## src/hdl/rrjq_ram.sv

```systemverilog
// Generic simple dual-port RAM: one write port, one registered read port.
`default_nettype none

module rrjq_ram #(
    parameter int WIDTH = 8,
    parameter int DEPTH = 16
) (
    input  wire logic                     clk,
    input  wire logic                     we,
    input  wire logic [$clog2(DEPTH)-1:0] waddr,
    input  wire logic [WIDTH-1:0]         wdata,
    input  wire logic                     re,
    input  wire logic [$clog2(DEPTH)-1:0] raddr,
    output logic      [WIDTH-1:0]         rdata
);

    logic [WIDTH-1:0] mem [DEPTH];

    // Write port
    always_ff @(posedge clk)
    begin
        if (we)
        begin
            mem[waddr] <= wdata;
        end
    end

    // Registered read port, data holds between reads
    always_ff @(posedge clk)
    begin
        if (re)
        begin
            rdata <= mem[raddr];
        end
    end

endmodule

`default_nettype wire
```

## config.mk

```make
export PLATFORM = sky130hd
export DESIGN_NAME = rrjq_ram
export DESIGN_NICKNAME = d
export VERILOG_FILES = /design/src/hdl/rrjq_ram.sv
export SDC_FILE = /design/constraint.sdc
export NUM_CORES = 1
export LEC_CHECK = 0
export BUFFER_PORTS_ARGS = -buffer_cell sky130_fd_sc_hd__buf_2
export CELL_PAD_IN_SITES_DETAIL_PLACEMENT = 0
export CELL_PAD_IN_SITES_GLOBAL_PLACEMENT = 2
export CORE_MARGIN = 3
export CORE_UTILIZATION = 35
export CTS_CLUSTER_DIAMETER = 150
export DETAILED_ROUTE_END_ITERATION = 7
export HOLD_SLACK_MARGIN = 0.05
export PLACE_DENSITY_LB_ADDON = 0.25
export SLEW_MARGIN = 25
export SYNTH_ARGS = -nofsm -noshare
export SYNTH_HDL_FRONTEND = slang
export SYNTH_SLANG_ARGS = --single-unit
```

## constraint.sdc

```tcl
create_clock -name clk -period 2.1 [get_ports clk]
set_clock_uncertainty 0.15 [all_clocks]
set_input_delay 0.315 -clock clk [delete_from_list [all_inputs] [get_ports clk]]
set_output_delay 0.315 -clock clk [all_outputs]
set_load 0.01 [all_outputs]
```

# Word level (Yosys, flattened, before mapping)
# Memory sizes are Yosys's and may differ from the RTL's. A register that Yosys moved wholly into a read port is not among the register bits.
# Cells that the tools add are included.
op_classes:
  mux: 2
ops:
  columns: ["operator", "n"]
  rows:
  - ["$mux 1", 2]
word_totals:
  reg_bits: 0
  output_inout_bits: 8
  inputBits: 19
  ram_bits: 128
  n_memories: 1
  word_cells: 3
memory_table:
  columns: ["memory", "words", "width", "read_ports", "rd_clocked_by_memory_dff", "wr", "line", "rtl"]
  rows:
  - ["mem", 16, 8, 1, 1, 1, "17", "logic [WIDTH-1:0] mem [DEPTH];"]

# Logic depth before layout (Yosys ltp)
# Gate-level depths: netlist of the first run.
logic_depth:
  ltp_word: 2
  depth_mapped: 5
  ltp_nobuf: 3

# Worst setup path after synthesis of the first run
# No wires, ideal clock.
synth_path:
  path_type: "input to register"
  from: "input waddr[2]"
  to: "memory mem[0][0] (enable)"
  setup_time_ns: 0.383
  t_required_ns: 1.567
  path_slack_ns: 0.142
  path_buffers: 0
  arrival_ns: 1.425
  path_stages: 2
  cell_sequence: "or3b_2 -> nor3_1"
synth_lines:
  columns: ["item", "line", "rtl"]
  rows:
  - ["start: declaration", "10", "input wire logic [$clog2(DEPTH)-1:0] waddr,"]
  - ["end: declaration", "17", null]
# No word-level cell before the write port.

==> metrics.cfg, run 1 <==
[run_status]
status = completed

[clocking]
hold_buffers = 0
cts_setup_buffers = 0
post_cts_resized = 0
htree_levels = 4
cts_made_buffers = 17
clockBufferDepth = 2
clk_pin_slew_ns = 0.06
cts_sinks = 136
cts_tree = yes
clkLatencyLatePin_ns = 0.40
clock_tree.root_cell = clkbuf_16

[detailed_routing]
wl_met1_um = 4800
routed_wl_um = 10800
drc_errors = 0
dr.max_layer_used = met4
route.met3.wl_um = 486
antenna_left = 0
dr_wl_met2_um = 5370
vias_per_cell = 5.04
routed-via-count = 2451
firstDrtPassIters = 4
drtIter0Drc = 179
wl_per_cell_um = 22.2

[global_routing]
grt_start_max_net_pins = 21
grt_pass1_vias = 2591
grt_pass1_wl_um = 16400
antenna_found_initial = 0
grtUsageTotal_pct = 14.3
grt_overflow = 0

[worst_hold_path]
hp-class = in -> reg

[logic_synthesis]
synth_edf_count = 136
avgSynthCellArea_um2 = 22.8
synth_top_area_share_pct = 78.1
syn_area_mm2 = 0.00523
ys_top_cells_by_area = edfxtp_1 78%, mux4_2 7.8%, mux4_1 7.0%
ys_seq_elements = 136
synth_fp_nets = 248
synth_top_area_cell = edfxtp_1
synthCells = 229
synth-seq-area-share_pct = 78.1
ys_async_sr_fraction_pct = 0
ys_types = 18
yosys_warnings = 0
synth_top_flop_cell = edfxtp_1

[die]
die_area_mm2 = 0.0164
die_y_um = 128
rows = 44
start_util_pct = 35.8
core_area_mm2 = 0.0146
ioPinCount = 27
chipWidth_um = 128

[finish]
final_area_mm2 = 0.00629
final_cell_mix = 136 x edfxtp_1, 26 x buf_2, 24 x buf_4, 18 x mux4_2, 17 x clkbuf_16
fill_cells = 1239
num_antenna_cells = 0
syn2layout_area_growth_pct = 20.3
nNetsFinal = 308
layout-drive-gt1-share_pct = 32.8
final_common_cell = edfxtp_1
multi_input_area_mm2 = 0.00106
final-seq-area_mm2 = 0.00408

[run]
cap_violations = 0

[timing]
tns_ns = 0
max_clock_freq_mhz = 606
setup_viol = 0
grt_setup_unrepaired = no
fin_crit_sh_pct = 78.6
fin_crit_ns = 1.65
slew_viol_final = 0
hold_viol_final = 0
relSlewSlack_pct = 70.5
worstMarginPinSlew_ns = 0.443

[placed_design]
numPortBuffers = 26
gp_congestion = 0.695
dpl.hpwl_um = 6840
dpl_cell_area_mm2 = 0.00570

[critical_path]
critPathLaunchType = flop
cp_data_required_time_ns = 2.09
cp_max_fo = 1
cp_top_family = multiplexers
r2r_slack_ns = 0.45
path_cells = mux4_1, a22oi_1, nand2_1
critPathMaxStageDelay_ns = 0.51
end_kind = flop
critical_path_buf_inv_count = 0
worstPathArrival_ns = 1.65
setup.worst_path.class = reg -> reg
critPathSlowestCell = mux4_1

[power]
total_power_uw = 6280
leakagePower_uw = 0.00213
irDropWorstVdd_mv = 0.584
power_density_mw_per_mm2 = 998

## synth_stat cells, drive strengths merged, types with 2 or more instances
cell / count
edfxtp: 136
mux4: 32
nor2: 13
a22oi: 16
nor3: 4
buf: 7
nand2b: 2
nand2: 9
clkdlybuf4s25: 3
nand3b: 2
## flip-flops by register name (all words and copies together) (netlist names)
name and count:
mem 128, rdata 8
## cell families after synthesis
group                  synth area share (%)
AND/OR/NAND/NOR                        3.14
flip-flops                             78.1
multiplexers                           14.8
buffers and inverters                  1.65
AO/OA/AOI/OAI                          2.30
## metal layers
| metal | track usage, % | up-vias |
|---|---|---|
| li1 | - | 1101 |
| met1 | 19.8 | 1277 |
| met2 | 21.8 | 64 |
| met3 | 3.50 | 9 |
| met4 | 5.62 | 0 |
| met5 | 0 | - |
## power breakdown
| part | leakage, uW | switching [uW] | internal (uW) | total, uW |
|---|---|---|---|---|
| registers | 0.00124 | 17.2 | 3060 | 3080 |
| logic | 0.000608 | 164 | 124 | 288 |
| clock network | 0.000289 | 1070 | 1850 | 2910 |
| total | 0.00213 | 1250 | 5030 | 6280 |
## through the flow
stage / cells / setup slack (ns) / hold slack [ns] / utilization [%]
after CTS: 486 / 0.405 / 0.129 / 43.1
after floorplan: 229 / 0.142 / 0.264 / -
final: 486 / 0.449 / 0.146 / 43.1
after global routing: 486 / 0.324 / 0.145 / 43.1
after detailed placement: 454 / 0.0122 / 0.570 / 39.1
after global placement: 454 / 0.0132 / 0.559 / 39.1
## path summary, 6_finish.rpt
path,start,cells after the start,to
max,mem[9][5],3,rdata[5]
min,wdata[4],1,mem[4][4]
min reg2reg,mem[14][4],3,rdata[4]
max reg2reg,mem[9][5],3,rdata[5]
## final cells by class
type / count / area share, %
flip-flops and latches: 136 / 65.0
multi-input cells: 83 / 16.8
clock buffers: 17 / 6.77
repair buffers: 51 / 5.25
well taps: 184 / 3.66
clock inverters: 15 / 2.55
No activity file was read; power rests on OpenSTA's default activity.
==> inputs of run 2 (changes only) <==
--- a/config.mk
+++ b/config.mk
@@ -5,6 +5,7 @@
 export SDC_FILE = /design/constraint.sdc
 export NUM_CORES = 1
 export LEC_CHECK = 0
+export ABC_AREA = 1
 export BUFFER_PORTS_ARGS = -buffer_cell sky130_fd_sc_hd__buf_2
 export CELL_PAD_IN_SITES_DETAIL_PLACEMENT = 0
 export CELL_PAD_IN_SITES_GLOBAL_PLACEMENT = 2
==> constraint.sdc (replaced) <==
create_clock -name clk -period 1.75 [get_ports clk]
set_clock_uncertainty 0.15 [all_clocks]
set_input_delay 0.2625 -clock clk [delete_from_list [all_inputs] [get_ports clk]]
set_output_delay 0.2625 -clock clk [all_outputs]
set_load 0.01 [all_outputs]
==> run 2 against run 1 <==
Register-to-register slack about the same. Non-clock buffer count unchanged. Cell count increased by 70%. Via count increased by 51%. Cell area increased by 9.9%. Critical endpoint is now rdata[5].
==> metrics.cfg, run 2 <==
[clocking]
clockBufferDepth = 2  ; unchanged
cts_setup_buffers = 0  ; unchanged
post_cts_resized = 0  ; unchanged
clkLatencyLatePin_ns = 0.41  ; about the same
cts_sinks = 136  ; unchanged
htree_levels = 4  ; unchanged
cts_tree = yes
clk_pin_slew_ns = 0.06  ; about the same
hold_buffers = 0  ; unchanged
cts_made_buffers = 17  ; unchanged
clock_tree.root_cell = clkbuf_16

[placed_design]
dp_cells = 794  ; +75%
dpl.hpwl_um = 8550  ; +25%
dpl_cell_area_mm2 = 0.00632  ; +11%
gp_congestion = 0.731  ; +5.3%
numPortBuffers = 26  ; unchanged
pre_cts_slack_ns = 0.0797  ; +0.0675 ns

[logic_synthesis]
ys_types = 11  ; -7
ys_seq_elements = 136  ; unchanged
synth_fp_nets = 570  ; +130%
synth_top_area_share_pct = 69.8  ; -8.3 points
avgSynthCellArea_um2 = 10.6  ; -54%
ys_async_sr_fraction_pct = 0  ; unchanged
yosys_warnings = 0  ; unchanged
syn_area_mm2 = 0.00585  ; +12%
synth_edf_count = 136  ; unchanged
synth_top_area_cell = edfxtp_1
synthCells = 551  ; +140%
synth.most_common_cell = nand2_1
synth_common_cells = 173 x nand2_1, 136 x edfxtp_1, 100 x inv_1, 97 x nand3_1, 17 x nor2_1
synth-seq-area-share_pct = 69.8  ; -8.3 points
synth_top_flop_cell = edfxtp_1
ys_top_cells_by_area = edfxtp_1 70%, nand2_1 11%, nand3_1 8.3%

[critical_path]
path_cells = buf_2
r2r_slack_ns = 0.46  ; about the same
end_kind = output pin
cp_max_fo = 1  ; unchanged
critical_path_buf_inv_count = 1  ; +1
critPathMaxStageDelay_ns = 0.43  ; -0.08 ns
critPathLaunchType = flop
cp_top_family = flip-flops
cp_data_required_time_ns = 1.34  ; -0.75 ns
rr_startpoint = mem[9][1]
critPathSlowestCell = edfxtp_1
reg2reg_depth = 6  ; +3
setup.worst_path.class = reg -> out
r2r_end = rdata[1]
worstPathArrival_ns = 1.02  ; -0.63 ns

[worst_hold_path]
whs_path_depth = 1  ; unchanged
whs_endpoint = rdata[3]
min_from = re
hp-class = in -> reg

[finish]
num_antenna_cells = 0  ; unchanged
regMostFlops = mem
layout-drive-gt1-share_pct = 12.8  ; -20 points
final_cells = 826  ; +70%
largest_register_ffs = 128  ; unchanged
syn2layout_area_growth_pct = 18.2
final_area_mm2 = 0.00691  ; +9.9%
top_regs = mem (128), rdata (8)
final_cell_mix = 173 x nand2_1, 136 x edfxtp_1, 100 x inv_1, 97 x nand3_1, 26 x buf_2
final_common_cell = nand2_1
nNetsFinal = 616  ; +100%

[die]
die_y_um = 135  ; +5.5%
start_util_pct = 36.3  ; +0.45 points
die_area_mm2 = 0.0183  ; +11%
ioPinCount = 27  ; unchanged
rows = 46  ; +4.5%
core_area_mm2 = 0.0161  ; +10%
chipWidth_um = 135  ; +5.5%

[detailed_routing]
firstDrtPassIters = 4  ; unchanged
route.met3.wl_um = 284  ; -42%
wl_per_cell_um = 16.2  ; -27%
drtIter0Drc = 257  ; +44%
wl_met1_um = 6700  ; +40%
dr.max_layer_used = met4
vias_per_cell = 4.48  ; -11%
antenna_left = 0  ; unchanged
routed-via-count = 3700  ; +51%
dr_wl_met2_um = 6220  ; +16%
drc_errors = 0  ; unchanged
routed_wl_um = 13400  ; +25%

[global_routing]
grt_pass1_wl_um = 21200  ; +29%
grt_overflow = 0  ; unchanged
grt_pass1_vias = 3656  ; +41%
grt_start_max_net_pins = 65  ; +210%
grtUsageTotal_pct = 15.7  ; +1.4 points
antenna_found_initial = 0  ; unchanged

[run_status]
status = completed

[timing]
max_clock_freq_mhz = 697
fin_crit_sh_pct = 82.0
tns_ns = 0  ; unchanged
grt_setup_unrepaired = no
worstMarginPinSlew_ns = 0.362  ; -0.0810 ns
setup_viol = 0  ; unchanged
fin_ws_ns = 0.315  ; -0.133 ns
relSlewSlack_pct = 75.9  ; +5.4 points
fin_crit_ns = 1.43
slew_viol_final = 0  ; unchanged
hold_viol_final = 0  ; unchanged

[power]
power_density_mw_per_mm2 = 1120  ; +12%
leakagePower_uw = 0.00297  ; +39%
irDropWorstVdd_mv = 0.693  ; +19%

[run]
cap_violations = 0  ; unchanged

==> run 2: cell count changes in the layout (fill, tap and decap cells not counted), sizes merged, moves of 2 or more <==
cell,delta
clkbuf,+2
nand3,+96
clkinv,-2
nor3,-4
inv,+102
nor2,+4
mux4,-32
a22oi,-16
nand2b,-2
nand2,+164
==> run 2: cell type report <==
type                       instances  area [um^2]
multi-input combinational        289         1210
inverter                         102          383
sequential                       136         4080
timing repair buffer              51          368
tap                              216          270
clock buffer                      19          433
clock inverter                    13          159
fill                            1608         9210
==> run 2: logic make-up (layout without fill, tap and decap cells) <==
family	Yosys count	count (layout)	synth area share [%]
simple gates	289	289	20.8
buf+inv	126	185	9.39
flops	136	136	69.8
==> run 2: metal layers <==
| layer | up-vias | track usage, % |
|---|---|---|
| met5 | - | 0 |
| met2 | 47 | 24.5 |
| met3 | 14 | 3.08 |
| met4 | 0 | 5.71 |
| met1 | 1771 | 21.9 |
| li1 | 1868 | - |
==> run 2: metrics by stage <==
step	utilization [%]	total power (uW)	hold WS, ns
floorplan	-	4020	0.211
global placement	39.2	4220	0.511
detailed placement	39.2	4230	0.506
CTS	42.9	7820	0.0718
global route	42.9	8010	0.0737
finish	42.9	7760	0.0759
==> run 2: power breakdown <==
part / internal [uW] / leakage (uW) / switching, uW
sequential: 3670 / 0.00124 / 21.1
clock: 2350 / 0.000292 / 1270
combinational: 142 / 0.00144 / 310
==> run 2: worst max-delay path by stage <==
stage	start	endpoint	slack, ns	cells after the start
final	rdata[5]	rdata[5]	0.32	1
after global routing	rdata[5]	rdata[5]	0.29	1
after CTS	rdata[6]	rdata[6]	0.30	1
after detailed placement	raddr[0]	rdata[1]	0.08	7
after global placement	raddr[0]	rdata[1]	0.08	7
after floorplan	waddr[2]	mem[10][0]	0.39	2
